File: src/rtl/core/pgr_pkg.sv
// Shared constants for the paragraph greedy rewrap block.
package pgr_pkg;

	// Whitespace byte codes
	localparam logic [7:0] CH_SPACE   = 8'd32;
	localparam logic [7:0] CH_NEWLINE = 8'd10;

	// Field widths fixed by the interface
	localparam int BYTE_BITS    = 8;
	localparam int WIDTH_BITS   = 8;
	localparam int OUT_POS_BITS = 16;

	// Default sizes of the running counters
	localparam int POSITION_BITS_DEF = 16;
	localparam int COLUMN_BITS_DEF   = 12;

endpackage

File: src/rtl/core/paragraph_greedy_rewrap.sv
// Greedy paragraph rewrap: one byte a cycle, a whitespace decision at each word end.
// A byte goes through the input register, then its decision, if any, into the output register.
// Throughput: one byte per cycle; the input register stalls only when a result is due
// and the output register still holds one that has not been taken.
// Reset (arst_n low): line_width clears to 0, all paragraph state and valids clear.
// The column update is two saturating adds and a compare in the stage after the input register.
module paragraph_greedy_rewrap
	import pgr_pkg::*;
#(
	parameter int POSITION_BITS = POSITION_BITS_DEF,
	parameter int COLUMN_BITS   = COLUMN_BITS_DEF
) (
	input  logic                    clk,
	input  logic                    arst_n,
	// configuration
	input  logic                    cfg_wr_en,
	input  logic [WIDTH_BITS-1:0]   cfg_wr_data,
	// byte input
	input  logic                    in_valid,
	output logic                    in_ready,
	input  logic [BYTE_BITS-1:0]    text_byte,
	input  logic                    para_last,
	// decision output
	output logic                    out_valid,
	input  logic                    out_ready,
	output logic [OUT_POS_BITS-1:0] ws_position,
	output logic                    becomes_newline,
	output logic                    was_changed
);

	localparam logic [POSITION_BITS-1:0] POS_MAX = '1;
	localparam logic [COLUMN_BITS-1:0]   COL_MAX = '1;
	localparam int WIDE_POS = (POSITION_BITS > OUT_POS_BITS) ? POSITION_BITS : OUT_POS_BITS;

	// saturating column add
	function automatic logic [COLUMN_BITS-1:0] col_add(input logic [COLUMN_BITS-1:0] a,
			input logic [COLUMN_BITS-1:0] b);
		logic [COLUMN_BITS:0] s;
		s = {1'b0, a} + {1'b0, b};
		return s[COLUMN_BITS] ? COL_MAX : s[COLUMN_BITS-1:0];
	endfunction

	// configuration register
	logic [WIDTH_BITS-1:0] line_width_q;

	// input register
	logic                 valid_s1;
	logic [BYTE_BITS-1:0] byte_s1;
	logic                 last_s1;

	// paragraph state
	logic [COLUMN_BITS-1:0]   column_q;
	logic [POSITION_BITS-1:0] byte_pos_q;
	logic                     inside_word_q;
	logic                     prev_nl_q;
	logic                     pend_valid_q;
	logic [POSITION_BITS-1:0] pend_pos_q;
	logic                     pend_nl_q;
	logic [COLUMN_BITS-1:0]   word_len_q;

	// output register
	logic                    out_valid_q;
	logic [OUT_POS_BITS-1:0] ws_position_q;
	logic                    becomes_nl_q;
	logic                    was_changed_q;

	// combinational step
	logic                     is_ws;
	logic                     word_start;
	logic [COLUMN_BITS-1:0]   wl_inc;
	logic                     dec_pv;
	logic [POSITION_BITS-1:0] dec_pos;
	logic                     dec_pnl;
	logic [COLUMN_BITS-1:0]   dec_wl;
	logic [COLUMN_BITS-1:0]   end_col;
	logic                     nl;
	logic                     do_decide;
	logic [COLUMN_BITS-1:0]   col_ws;
	logic [POSITION_BITS-1:0] start_pos;
	logic                     out_free;
	logic                     fire;
	logic [WIDE_POS-1:0]      pos_wide;

	always_comb begin
		is_ws      = (byte_s1 == CH_SPACE) || (byte_s1 == CH_NEWLINE);
		word_start = !is_ws && !inside_word_q;

		// whitespace offset ahead of a new word
		if (byte_pos_q == '0) begin
			start_pos = '0;
		end else if (byte_pos_q == POS_MAX) begin
			start_pos = POS_MAX;
		end else begin
			start_pos = byte_pos_q - POSITION_BITS'(1);
		end

		wl_inc = col_add(word_start ? '0 : word_len_q, COLUMN_BITS'(1));

		// pending data seen by the decision
		if (word_start) begin
			dec_pv  = (byte_pos_q != '0);
			dec_pos = start_pos;
			dec_pnl = prev_nl_q;
		end else begin
			dec_pv  = pend_valid_q;
			dec_pos = pend_pos_q;
			dec_pnl = pend_nl_q;
		end
		dec_wl = is_ws ? word_len_q : wl_inc;

		end_col   = col_add(column_q, dec_wl);
		nl        = end_col > COLUMN_BITS'(line_width_q);
		do_decide = (is_ws ? inside_word_q : last_s1) && dec_pv && (line_width_q != '0);

		// column after a whitespace byte: the word it ends, if any, plus the whitespace byte
		if (is_ws && inside_word_q) begin
			col_ws = col_add((do_decide && nl) ? word_len_q : end_col, COLUMN_BITS'(1));
		end else begin
			col_ws = col_add(column_q, COLUMN_BITS'(1));
		end

		pos_wide = WIDE_POS'(dec_pos);
	end

	// handshake: the stage moves unless a result is due and the output holds one not being taken
	assign out_free = !out_valid_q || out_ready;
	assign fire     = valid_s1 && (out_free || !do_decide);
	assign in_ready = !valid_s1 || fire;

	// configuration write
	always_ff @(posedge clk or negedge arst_n) begin
		if (!arst_n) begin
			line_width_q <= '0;
		end else if (cfg_wr_en) begin
			line_width_q <= cfg_wr_data;
		end
	end

	// input register
	always_ff @(posedge clk or negedge arst_n) begin
		if (!arst_n) begin
			valid_s1 <= 1'b0;
		end else if (in_ready) begin
			valid_s1 <= in_valid;
		end
	end

	always_ff @(posedge clk) begin
		if (in_ready && in_valid) begin
			byte_s1 <= text_byte;
			last_s1 <= para_last;
		end
	end

	// paragraph state update
	always_ff @(posedge clk or negedge arst_n) begin
		if (!arst_n) begin
			column_q      <= '0;
			byte_pos_q    <= '0;
			inside_word_q <= 1'b0;
			prev_nl_q     <= 1'b0;
			pend_valid_q  <= 1'b0;
			pend_pos_q    <= '0;
			pend_nl_q     <= 1'b0;
			word_len_q    <= '0;
		end else if (fire) begin
			if (last_s1) begin
				column_q      <= '0;
				byte_pos_q    <= '0;
				inside_word_q <= 1'b0;
				prev_nl_q     <= 1'b0;
				pend_valid_q  <= 1'b0;
				pend_pos_q    <= '0;
				pend_nl_q     <= 1'b0;
				word_len_q    <= '0;
			end else begin
				prev_nl_q <= (byte_s1 == CH_NEWLINE);
				if (byte_pos_q != POS_MAX) begin
					byte_pos_q <= byte_pos_q + POSITION_BITS'(1);
				end
				if (is_ws) begin
					column_q      <= col_ws;
					inside_word_q <= 1'b0;
					word_len_q    <= '0;
				end else begin
					inside_word_q <= 1'b1;
					word_len_q    <= wl_inc;
					if (word_start) begin
						pend_valid_q <= dec_pv;
						pend_pos_q   <= dec_pos;
						pend_nl_q    <= dec_pnl;
					end
				end
			end
		end
	end

	// output register
	always_ff @(posedge clk or negedge arst_n) begin
		if (!arst_n) begin
			out_valid_q <= 1'b0;
		end else if (fire && do_decide) begin
			out_valid_q <= 1'b1;
		end else if (out_ready) begin
			out_valid_q <= 1'b0;
		end
	end

	always_ff @(posedge clk) begin
		if (fire && do_decide) begin
			ws_position_q <= pos_wide[OUT_POS_BITS-1:0];
			becomes_nl_q  <= nl;
			was_changed_q <= (nl != dec_pnl);
		end
	end

	assign out_valid       = out_valid_q;
	assign ws_position     = ws_position_q;
	assign becomes_newline = becomes_nl_q;
	assign was_changed     = was_changed_q;

endmodule

File: config.mk
export PLATFORM = sky130hd
export DESIGN_NAME = paragraph_greedy_rewrap
export DESIGN_NICKNAME = d
export VERILOG_FILES = /design/src/rtl/core/pgr_pkg.sv /design/src/rtl/core/paragraph_greedy_rewrap.sv
export SDC_FILE = /design/constraint.sdc
export NUM_CORES = 1
export LEC_CHECK = 0
export ABC_AREA = 1
export BUFFER_PORTS_ARGS = -buffer_cell sky130_fd_sc_hd__buf_2
export CORE_MARGIN = 3
export CORE_UTILIZATION = 35
export CTS_CLUSTER_SIZE = 12
export DETAILED_ROUTE_END_ITERATION = 10
export PLACE_DENSITY = 0.63
export SLEW_MARGIN = 20
export SYNTH_ARGS = -nofsm -noshare
export SYNTH_HDL_FRONTEND = slang
export SYNTH_SLANG_ARGS = --single-unit
File: constraint.sdc
create_clock -name clk -period 8.2 [get_ports clk]
set_input_delay 1.64 -clock clk [delete_from_list [all_inputs] [get_ports clk]]
set_output_delay 1.64 -clock clk [all_outputs]
set_load 0.05 [all_outputs]
; ---- Word level (Yosys, flattened, before mapping)
; Index checks and enable logic that the tools add are counted.
[word_totals]
wordCells = 90
out_inout_bits = 20
inputBits = 22
reg_bits = 97
[op_classes]
n_lt_le_gt_ge = 1
eq_ne = 6
add_sub_neg = 6
muxes = 34
reduce_logical = 27
[ops]
columns = op, count
row1 = 12-bit 2-to-1 mux, 12
row2 = 16-bit 2-to-1 mux, 8
row3 = 12-bit by 1-bit adder with 13-bit output (second input constant), 3
row4 = 16-bit by 1-bit adder with 16-bit output (second input constant), 1
row5 = 16-bit == test (second input constant), 1
row6 = 16-bit zero test, 1
row7 = 16-bit inequality test (second input constant), 1
row8 = 16-bit nonzero test, 1
row9 = 16-bit by 1-bit subtractor with 16-bit output (second input constant), 1
row10 = 1-bit 2-to-1 mux, 14
row11 = 12-bit by 12-bit adder with 13-bit output, 1
row12 = 12-bit by 8-bit greater-than comparator with 1-bit output, 1
row13 = 8-bit by 4-bit == test with 1-bit output (second input constant), 1
row14 = 8-bit by 6-bit == test with 1-bit output (second input constant), 1
row15 = 1-bit logical AND, 8
row16 = 2-bit nonzero test, 4
row17 = 8-bit nonzero test, 1
row18 = 1-bit zero test, 5
row19 = 1-bit logical OR, 4
row20 = 2-bit AND reduction, 2
row21 = 3-bit AND reduction, 1
row22 = 2-bit inequality test (second input constant), 1
row23 = 1-bit inequality test, 1

; ---- Longest topological paths before layout
; Gate-level depths: netlist of the first run.
[logic_depth]
depth_word = 18
mapped_depth = 57
depth_no_buf = 53

; ---- Worst setup path before layout of the first run
; OpenSTA, ideal clock, no wires.
[synth_path]
path_type = register -> register
startpoint = reg byte_s1[2]
endpoint = reg column_q[10]
path_slack_ns = 2.159
n_path_buf = 4
period_less_slack_ns = 6.041
path_stages_with_launch = 54
t_required_ns = 8.084
setup_time_ns = 0.116
arrival_ns = 5.924
path_cell_list = edfxtp_1 > or2_1 > nor2_4 > nand2_4 > clkinv_2 > nor2_4 > buf_2 > clkbuf_1 > nor2_1 > ha_1 > inv_1 > nor3_1 > nand4_1 > inv_1 > nand2_1 > nand2_1 > nand2_1 > o21ai_0 > [... 18 more ...] > nand2_1 > nand2_1 > nor2_2 > nand3_4 > nand2_4 > buf_12 > nand2_1 > o21ai_2 > inv_1 > ha_1 > nand2_1 > nor2_2 > nand2_2 > nor2_1 > nor2_1 > nand3_1 > nand2_1 > nand2_1
[synth_between]
elab_chain_cells = 18
elab_cells_between_ends = 29
cone_classes = 3 x add/sub / 1 x order compare / 2 x eq/ne / 11 x mux / 12 x reduce/logical
[synth_lines]
columns = element, line_no
row1 = start: declaration, paragraph_greedy_rewrap.sv:48  ; logic [BYTE_BITS-1:0] byte_s1;
row2 = start signal: assignment, paragraph_greedy_rewrap.sv:150  ; byte_s1 <= text_byte;
row3 = 8-bit by 6-bit == test with 1-bit output / 8-bit by 4-bit == test with 1-bit output (equally long branches), paragraph_greedy_rewrap.sv:85  ; is_ws = (byte_s1 == CH_SPACE) || (byte_s1 == CH_NEWLINE);
row4 = 1-bit logical OR *, paragraph_greedy_rewrap.sv:85
row5 = 1-bit zero test, paragraph_greedy_rewrap.sv:86  ; word_start = !is_ws && !inside_word_q;
row6 = 1-bit logical AND, paragraph_greedy_rewrap.sv:86
row7 = 12-bit 2-to-1 mux, paragraph_greedy_rewrap.sv:97  ; wl_inc = col_add(word_start ? '0 : word_len_q, COLUMN_BITS'(1));
row8 = 12-bit by 1-bit adder with 13-bit output, paragraph_greedy_rewrap.sv:39  ; s = {1'b0, a} + {1'b0, b};
row9 = 12-bit 2-to-1 mux, paragraph_greedy_rewrap.sv:40  ; return s[COLUMN_BITS] ? COL_MAX : s[COLUMN_BITS-1:0];
row10 = 12-bit 2-to-1 mux, paragraph_greedy_rewrap.sv:109  ; dec_wl = is_ws ? word_len_q : wl_inc;
row11 = [... 2 more ...], --
row12 = 12-bit by 8-bit greater-than comparator with 1-bit output, paragraph_greedy_rewrap.sv:112  ; nl = end_col > COLUMN_BITS'(line_width_q);
row13 = 1-bit logical AND, paragraph_greedy_rewrap.sv:117  ; col_ws = col_add((do_decide && nl) ? word_len_q : end_col, COLUMN_BITS'(1));
row14 = 12-bit 2-to-1 mux, paragraph_greedy_rewrap.sv:117
row15 = 12-bit by 1-bit adder with 13-bit output, paragraph_greedy_rewrap.sv:39
row16 = 12-bit 2-to-1 mux, paragraph_greedy_rewrap.sv:40
row17 = 12-bit 2-to-1 mux, paragraph_greedy_rewrap.sv:116  ; if (is_ws && inside_word_q) begin
row18 = 12-bit 2-to-1 mux, paragraph_greedy_rewrap.sv:181  ; if (is_ws) begin
row19 = 12-bit 2-to-1 mux, paragraph_greedy_rewrap.sv:167  ; if (last_s1) begin
row20 = end signal: assignment, paragraph_greedy_rewrap.sv:182  ; column_q <= col_ws;
row21 = end: declaration, paragraph_greedy_rewrap.sv:52  ; logic [COLUMN_BITS-1:0] column_q;
; Mark *: on every way between the ends. The rest lies on a longest branch, timed or not. The select of a mux whose other input is x is not followed.
; A chain may end at the register's enable or synchronous reset.

; ---- Worst setup path in the final report of the first run
; Same ends and word-level chain as after synthesis.

==> results of run 1 <==
-- per-stage QoR --
step	instances	utilization [%]	hold WS, ps
2_1_floorplan	920	-	446.5
3_3_place_gp	1200	38.25	468.3
3_5_place_dp	1200	38.25	467.8
4_1_cts	1216	39.87	485.6
5_1_grt	1216	39.89	537.3
6_report	1216	39.89	484.5
-- layer usage --
layer	GRT usage, %	routed length (um)
met5	0	0
met1	23.64	8453
met2	25.96	7664
met3	3.831	896
met4	3.799	242
-- cell type report --
class | count | area share, %
tap | 260 | 4.316
multi-input combinational | 651 | 47.28
clock buffer | 11 | 3.503
clock inverter | 5 | 0.5644
inverter | 150 | 7.487
sequential | 97 | 34.00
timing repair buffer | 42 | 2.855
-- worst register-to-register path, delay by kind of cell, from the launching register on --
family,cells,cell delay [ps]
flip-flops,1,440
adder cells (fa/ha/maj),5,1280
AO/OA/AOI/OAI,3,360
AND/OR/NAND/NOR,33,3780
buffers and inverters,8,860
-- final timing paths --
path | start | end | slack, ps | depth (start not counted)
max | byte_s1[2]$_DFFE_PP_ | column_q[10]$_DFFE_PN0P_ | 1370 | 49
min | prev_nl_q$_DFFE_PN0P_ | prev_nl_q$_DFFE_PN0P_ | 480 | 2
max reg2reg | byte_s1[2]$_DFFE_PP_ | column_q[10]$_DFFE_PN0P_ | 1370 | 49
min reg2reg | prev_nl_q$_DFFE_PN0P_ | prev_nl_q$_DFFE_PN0P_ | 480 | 2
max in group asynchronous | arst_n | line_width_q[5]$_DFFE_PN0P_ | 6190 | 1
min in group asynchronous | arst_n | byte_pos_q[2]$_DFFE_PN0P_ | 1410 | 1
-- Yosys cell counts (10+ instances only) --
master and instances:
nor2_1 77, edfxtp_1 27, nand2_1 208, nor3_1 23, ha_1 25, dfrtp_1 70, o21ai_0 63, clkbuf_1 12
a21oi_1 32, inv_1 138, xor2_1 32, nand2_2 12, o22ai_1 19, nor2_2 10, nand4_1 17, nand3_1 56
-- kinds of logic (layout without fill, tap and decap cells) --
group,after synthesis,after routing
and+or+nand+nor,438,438
buffers and inverters,172,208
AOI/OAI and AO/OA,147,147
DFF,97,97
xor gates and xnor gates,40,40
adders and majority gates,26,26
-- registers in the layout, summed over array words and instances, names as in the netlist --
name and cells:
line_width_q 8, valid_s1 1, word_len_q 12, pend_pos_q 16
becomes_newline 1, prev_nl_q 1, ws_position 16, byte_s1 8
out_valid 1, pend_valid_q 1, last_s1 1, inside_word_q 1
was_changed 1, column_q 12, pend_nl_q 1, byte_pos_q 16
-- power breakdown --
group / total (mW) / internal (mW) / switching (mW) / leakage, nW
clock network: 0.434 / 0.237 / 0.197 / 0.148
registers: 0.595 / 0.565 / 0.0303 / 1.20
logic: 0.460 / 0.129 / 0.331 / 2.24
==> flow_summary_export.csv, run 1 <==
group,metric,value,unit
placed_design,gp_congestion,0.9084,
logic_synthesis,synth_top_cell_by_area,"dfrtp_1",
sta,fmax,0.1465,GHz
placed_design,pre_cts_ws,1425,ps
logic_synthesis,synth_compound_area_share,12.45,%
sta,setup_viol,0,
floorplan,row_count,50,
setup_path,path_common_cell,"nand2_1",
logic_synthesis,ys_ff_latch,97,
logic_synthesis,synth_nets,968,
setup_path,path_class,"reg2reg",
floorplan,die-height,145.5,um
power,total_power,1.489,mW
sta,finalMaxSlewViolations,0,
sta,worst_pin_slew,916.9,ps
clock_network,cts_tree,"yes",
sta,slew_headroom,38.87,%
power,p_per_area,197.5,mW/mm2
route,avgRoutedWirePerCell,14.19,um
layout,multi_input_area,0.003563,mm2
setup_path,slowest_stage,"edfxtp_1",
grt,antenna_found_initial,0,
sta,fin_setup_tns,0,ps
route,vias_per_cell,4.919,
clock_network,cts_hold_buf,0,
clock_network,clkLatencyLatePin,360,ps
layout,final_cell_mix,"nand2_1 (208), inv_1 (138), nor2_1 (77)",
logic_synthesis,syn_area_per_cell,7.407,um2
layout,layout-drive-gt1-share,12.13,%
logic_synthesis,synthDominantCellAreaShare,25.71,%
clock_network,root_buffer,"clkbuf_16",
grt,overflow,0,
logic_synthesis,postSynthCellCount,920,
clock_network,post-cts-setup-buffers,0,
placed_design,dpl_cell_area,0.007227,mm2
logic_synthesis,synth_xor_area_share,5.141,%
sta,skew,8.341,ps
route,drc,0,
flow_run,drv_cap,0,
sta,worst_slack,1372,ps
sta,layout_min_cycle_time,6828,ps
sta,period_share,83.27,%
sta,finalHoldViolCount,0,
layout,syn_to_final_growth,10.61,%
sta,rsz0062_at_grt,"no",
route,drt_pass1_iterations,4,
setup_path,end_kind,"register",
logic_synthesis,yosys.area_share.simple,29.76,%
route,vias,5981,
logic_synthesis,synth-edff-count,27,
setup_path,start_kind,"register",
clock_network,clock-sinks,97,
layout,regArea,0.002562,mm2
logic_synthesis,synthTopCellsByArea,"dfrtp_1 (26%), edfxtp_1 (12%), nand2_1 (11%), inv_1 (7.6%), o21ai_0 (4.6%)",
logic_synthesis,yosysSeqAreaShare,37.61,%
logic_synthesis,ys.flop_type,"dfrtp_1",
placed_design,port_buffers,41,
floorplan,dieWidth,145.5,um
clock_network,h-tree-depth,3,
route,antenna_left,0,
logic_synthesis,synthAdderAreaFrac,4.884,%
placed_design,hpwl,13240,um
setup_path,critPathTopFamily,"simple AND/OR/NAND/NOR gates",
logic_synthesis,syn_area,0.006814,mm2
setup_path,cp.arrival,7070,ps
floorplan,start_util,36.07,%
clock_network,clkTransAtPathRegs,70,ps
logic_synthesis,synthMuxAreaShare,0,%
setup_path,critPathBufInv,8,
grt,grt_first_pass_wirelength,29080,um
logic_synthesis,synthArstFlopShare,72.16,%
clock_network,cts_buffers,9,
setup_path,slowest_delay,440,ps
logic_synthesis,yosysUniqueCellTypes,51,
route,drt_iter0_drc,449,
grt,grt_max_degree,71,
logic_synthesis,yosysWarnings,0,
status,status,"finished, final reports clean",
logic_synthesis,synth_top_family_by_area,"simple AND/OR/NAND/NOR gates",
power,leakagePower,3.592,nW
route,finalWirelength,17260,um
layout,final_common_cell,"nand2_1",
clock_network,clock_path_buffers,2,
floorplan,core,0.01889,mm2
layout,nFillCells,1991,
grt,grt.total_usage,16.65,%
power,peakVddDrop,0.0001004,V
grt,grt_pass1_vias,5719,
clock_network,cts_resized,0,
floorplan,pin_count,42,
setup_path,crit_path_max_fanout,27,
layout,post-route-cell-area,0.007537,mm2
floorplan,die_area,0.02118,mm2
hold_path,min_path_type,"reg2reg",
setup_path,critical_path_required,8440,ps
layout,antennaDiodeCount,0,
layout,fin_nets,999,
(Power assumes the default switching activity.)
==> run 2, diff against run 1 <==
clock period = 6.9 ns   (was 8.2 ns; I/O delays follow)
==> run 2 against run 1 <==
- register-to-register slack got worse by 830 ps
- sequential power increased by 19%
- largest power group unchanged
- fmax grew 7.5%
- setup slack got worse by 830 ps
==> flow_summary_export.csv, run 2 (synthesized netlist as in run 1, its figures left out) <==
group,metric,value,unit
status,status,"finished, final reports clean",
clock_network,cts_hold_buf,0,
setup_path,crit_path_max_fanout,15,
layout,nFillCells,1965,
clock_network,cts_tree,"yes",
layout,syn_to_final_growth,12.23,%
sta,finalMaxSlewViolations,0,
grt,grt.total_usage,16.35,%
clock_network,root_buffer,"clkbuf_16",
clock_network,clkLatencyLatePin,360,ps
layout,final_cell_mix,"nand2_1 (207), inv_1 (138), nor2_1 (73)",
floorplan,dieWidth,145.5,um
grt,grt_first_pass_wirelength,28320,um
power,peakVddDrop,0.0001301,V
grt,met2_usage,25.64,%
route,finalWirelength,17460,um
route,vias_per_cell,4.930,
layout,layout-drive-gt1-share,13.71,%
setup_path,critPathBufInv,8,
power,p_sw,0.6772,mW
sta,slew_headroom,37.32,%
grt,antenna_found_initial,0,
sta,period_share,92.08,%
sta,fmax,0.1574,GHz
route,antenna_left,0,
sta,finalHoldViolCount,0,
flow_run,drv_cap,0,
grt,grt_pass1_vias,5618,
placed_design,port_buffers,41,
hold_path,min_path_type,"reg2reg",
layout,fin_cells,1223,
setup_path,path_common_cell,"nand2_1",
sta,skew,14.67,ps
power,total_power,1.800,mW
grt,grt.busiest_layer,"met2",
power,power_frac_comb,30.9,%
route,avgRoutedWirePerCell,14.27,um
sta,rsz0062_at_grt,"no",
power,leakagePower,3.627,nW
setup_path,critPathTopFamily,"simple AND/OR/NAND/NOR gates",
sta,layout_min_cycle_time,6354,ps
placed_design,hpwl,13320,um
route,vias,6030,
setup_path,slowest_delay,410,ps
floorplan,start_util,36.07,%
sta,fin_setup_tns,0,ps
sta,setup_viol,0,
power,p_per_area,235.4,mW/mm2
clock_network,cts_buffers,9,
floorplan,row_count,50,
setup_path,path_class,"reg2reg",
setup_path,start_kind,"register",
layout,fin_nets,1006,
sta,worst_pin_slew,940.2,ps
placed_design,dpl_cell_area,0.007234,mm2
setup_path,critical_path_required,7150,ps
route,drt_pass1_iterations,5,
layout,post-route-cell-area,0.007647,mm2
setup_path,cp.arrival,6600,ps
clock_network,clkTransAtPathRegs,70,ps
power,switching_share,37.62,%
layout,final_common_cell,"nand2_1",
power,power_frac_clock,29.7,%
route,drc,0,
placed_design,gp_congestion,0.8882,
route,drt_iter0_drc,384,
floorplan,die-height,145.5,um
floorplan,pin_count,42,
floorplan,core,0.01889,mm2
layout,antennaDiodeCount,0,
clock_network,clock_path_buffers,2,
power,seqPwrFrac,39.4,%
clock_network,h-tree-depth,3,
setup_path,slowest_stage,"edfxtp_1",
setup_path,end_kind,"register",
grt,overflow,0,
grt,grt_util_met1,22.70,%
grt,grt_max_degree,71,
floorplan,die_area,0.02118,mm2
placed_design,dp.cells,1201,
power,p_int,1.123,mW
grt,use_met3,4.017,%
clock_network,clock-sinks,97,
-- run 2: cell types whose count changed in the layout (fill, tap and decap cells not counted), moves of 2 or more --
cell / previous run / this run
nor2_2: 10 / 14
nor2_1: 77 / 73
nor3_2: 2 / 4
nor3_1: 23 / 21
buf_4: 2 / 7
inv_4: 0 / 2
-- run 2: area by class of cell --
type                    instances  area, um2  area share, %
multi-input cells             651       3601          47.09
flip-flops and latches         97       2562          33.51
inverters                     150      566.8          7.412
well taps                     260      325.3          4.254
repair buffers                 49      284.0          3.714
clock buffers                   9      225.2          2.945
clock inverters                 7      82.58          1.080
-- run 2: path summary, 6_finish.rpt --
kind                                        from                          end  slack (ps)  cells past startpoint
max in group asynchronous                 arst_n  line_width_q[1]$_DFFE_PN0P_        5130                      1
min reg2reg                prev_nl_q$_DFFE_PN0P_        prev_nl_q$_DFFE_PN0P_         490                      2
max reg2reg                 byte_s1[2]$_DFFE_PP_      column_q[9]$_DFFE_PN0P_         550                     48
min                        prev_nl_q$_DFFE_PN0P_        prev_nl_q$_DFFE_PN0P_         490                      2
max                         byte_s1[2]$_DFFE_PP_      column_q[9]$_DFFE_PN0P_         550                     48
min in group asynchronous                 arst_n    byte_pos_q[9]$_DFFE_PN0P_        1150                      1
-- run 2: repair_timing --
item,CTS,global route
resized for setup,0,12
endpoints found under the hold margin,0,0
setup endpoints to repair,0,12
setup buffers,0,6
-- run 2: worst reg2reg max path: cells and delay by family (launching register included) --
| family | cells | cell delay (ps) |
|---|---|---|
| AND/OR/NAND/NOR | 32 | 3350 |
| adder cells (fa/ha/maj) | 5 | 1290 |
| flip-flops | 1 | 410 |
| AO/OA/AOI/OAI | 3 | 410 |
| buffers and inverters | 8 | 770 |
-- run 2: layer usage --
metal | part of all wire, % | vias to the layer above
met1 | 49 | 2803
met4 | 1.7 | 0
met3 | 5.0 | 20
li1 | - | 3078
met5 | 0 | -
met2 | 45 | 129
-- run 2: power by group through the flow --
stage                     clock, mW  combinational (mW)  sequential (mW)
final                         0.535               0.556            0.708
after detailed placement          0               0.543            0.719
after floorplan                   0               0.352            0.771
after global placement            0               0.541            0.718
after global routing          0.570               0.625            0.716
after CTS                     0.549               0.544            0.708
-- run 2: metrics by stage --
stage	util, %	hold WS (ps)	setup WS (ps)
2_1_floorplan	-	446.5	859.4
3_3_place_gp	38.29	466.5	475.5
3_5_place_dp	38.29	478.8	304.8
4_1_cts	39.92	497.1	260.8
5_1_grt	40.48	540.1	8.893
6_report	40.48	487.6	546.4
==> run 3, diff against run 2 <==
REMOVE_ABC_BUFFERS = 1   (was not set)
==> run 3 against run 2 <==
- die area is the same
- via count rose by 1.4%
- cell area is 0.20% higher
- largest power group unchanged
==> flow_summary_export.csv, run 3 (synthesized netlist as in run 1, its figures left out) <==
group,metric,value,unit
clock_network,clkTransAtPathRegs,70,ps
clock_network,cts_hold_buf,0,
sta,finalMaxSlewViolations,0,
power,p_per_area,234.0,mW/mm2
placed_design,dp.cells,1201,
route,antenna_left,0,
power,p_sw,0.6620,mW
sta,layout_min_cycle_time,6288,ps
layout,postLayoutCoreUtil,40.56,%
setup_path,slowest_delay,400,ps
placed_design,gp_congestion,0.9260,
clock_network,cts_tree,"yes",
sta,fmax,0.1590,GHz
grt,overflow,0,
setup_path,path_common_cell,"nand2_1",
sta,worst_pin_slew,1016,ps
setup_path,path_class,"reg2reg",
layout,fin_cells,1229,
power,power_frac_clock,29.0,%
setup_path,rrSetupSlack,610,ps
clock_network,root_buffer,"clkbuf_16",
sta,period_share,91.14,%
grt,grt_pass1_vias,5708,
floorplan,row_count,50,
route,vias_per_cell,4.976,
sta,hold_slack,493.6,ps
flow_run,drv_cap,0,
layout,syn_to_final_growth,12.45,%
power,seqPwrFrac,39.6,%
setup_path,rr_endpoint,"column_q[9]$_DFFE_PN0P_",
setup_path,end_kind,"register",
setup_path,r2r_cells,45,
route,finalWirelength,17880,um
hold_path,hold-path-cell-count,2,
sta,slew_headroom,32.25,%
floorplan,start_util,36.07,%
setup_path,crit_path_max_fanout,15,
power,peakVddDrop,0.0001302,V
power,p_int,1.131,mW
route,vias,6116,
setup_path,slowest_stage,"edfxtp_1",
hold_path,min_path_type,"reg2reg",
grt,grt.total_usage,16.65,%
grt,antenna_found_initial,0,
floorplan,core,0.01889,mm2
clock_network,clock_path_buffers,2,
floorplan,pin_count,42,
route,drt_pass1_iterations,5,
layout,nFillCells,1952,
route,drc,0,
layout,fin_nets,1012,
sta,finalHoldViolCount,0,
placed_design,port_buffers,41,
hold_path,hold_start,"prev_nl_q$_DFFE_PN0P_",
placed_design,dpl_cell_area,0.007234,mm2
clock_network,clock-sinks,97,
clock_network,clkLatencyLatePin,350,ps
power,power_frac_comb,31.4,%
setup_path,start_kind,"register",
floorplan,die_area,0.02118,mm2
setup_path,cp.arrival,6530,ps
route,avgRoutedWirePerCell,14.55,um
layout,final_cell_mix,"nand2_1 (207), inv_1 (138), nor2_1 (74)",
layout,final_common_cell,"nand2_1",
floorplan,dieWidth,145.5,um
layout,post-route-cell-area,0.007662,mm2
clock_network,cts_buffers,9,
sta,setup_viol,0,
layout,layout-drive-gt1-share,13.62,%
power,leakagePower,3.655,nW
grt,grt_first_pass_wirelength,29000,um
hold_path,min_to,"prev_nl_q$_DFFE_PN0P_",
floorplan,die-height,145.5,um
layout,antennaDiodeCount,0,
grt,grt_max_degree,71,
sta,skew,6.505,ps
route,drt_iter0_drc,366,
setup_path,r2r_start,"byte_s1[2]$_DFFE_PP_",
clock_network,h-tree-depth,3,
power,switching_share,36.92,%
setup_path,critical_path_required,7140,ps
placed_design,hpwl,13490,um
status,status,"finished, final reports clean",
-- run 3: cell count changes in the layout (fill, tap and decap cells not counted), sizes merged --
cell and delta:
buf +5, clkbuf +2, clkinv +1, inv -3, nor2 +1
-- run 3: power groups by stage --
stage                     Sequential [mW]  Combinational (mW)  Clock, mW
after floorplan                     0.771               0.336          0
after global placement              0.719               0.539          0
after detailed placement            0.720               0.545          0
after CTS                           0.709               0.549      0.532
after global routing                0.716               0.627      0.560
final                               0.710               0.563      0.520
-- run 3: area by class of cell --
class | instances | area, um2 | area share, %
repair buffers | 54 | 305.3 | 3.984
clock inverters | 5 | 62.56 | 0.8165
clock buffers | 11 | 242.7 | 3.168
well taps | 260 | 325.3 | 4.246
inverters | 150 | 566.8 | 7.397
multi-input cells | 652 | 3597 | 46.95
flip-flops and latches | 97 | 2562 | 33.44
-- run 3: critical path: cells and delay by family (launching register included) --
kind                       cells  cell delay, ps
and+or+nand+nor               30            3370
AOI/OAI and AO/OA              5             710
buffers and inverters          6             620
adders and majority gates      4            1070
DFF                            1             400
-- run 3: metrics by stage --
stage	total power [mW]	worst slack (ps)	setup TNS (ps)
2_1_floorplan	1.107	1066	0
3_3_place_gp	1.258	488.7	0
3_5_place_dp	1.265	316.8	0
4_1_cts	1.791	275.4	0
5_1_grt	1.903	-10.32	-14.03
6_report	1.793	611.6	0
-- run 3: worst max path at each step --
| stage | start | endpoint | slack [ps] | cells after the start |
|---|---|---|---|---|
| global route | byte_s1[0]$_DFFE_PP_ | column_q[9]$_DFFE_PN0P_ | -10 | 48 |
| CTS | byte_s1[2]$_DFFE_PP_ | column_q[9]$_DFFE_PN0P_ | 280 | 49 |
| detailed placement | byte_s1[2]$_DFFE_PP_ | column_q[9]$_DFFE_PN0P_ | 320 | 49 |
| finish | byte_s1[2]$_DFFE_PP_ | column_q[9]$_DFFE_PN0P_ | 610 | 45 |
| floorplan | byte_s1[2]$_DFFE_PP_ | column_q[10]$_DFFE_PN0P_ | 1070 | 49 |
| global placement | byte_s1[0]$_DFFE_PP_ | column_q[9]$_DFFE_PN0P_ | 490 | 50 |
-- run 3: timing repair --
item | 4_1_cts | 5_1_grt
gates resized for setup | 0 | 9
endpoints found under the setup margin | 0 | 12
setup buffers | 0 | 11
-- run 3: metal layers --
layer  track usage [%]  part of all wire, %
met1             23.57                   48
met2             26.43                   46
met3             3.301                  5.0
met4             3.799                  1.5
met5                 0                    0
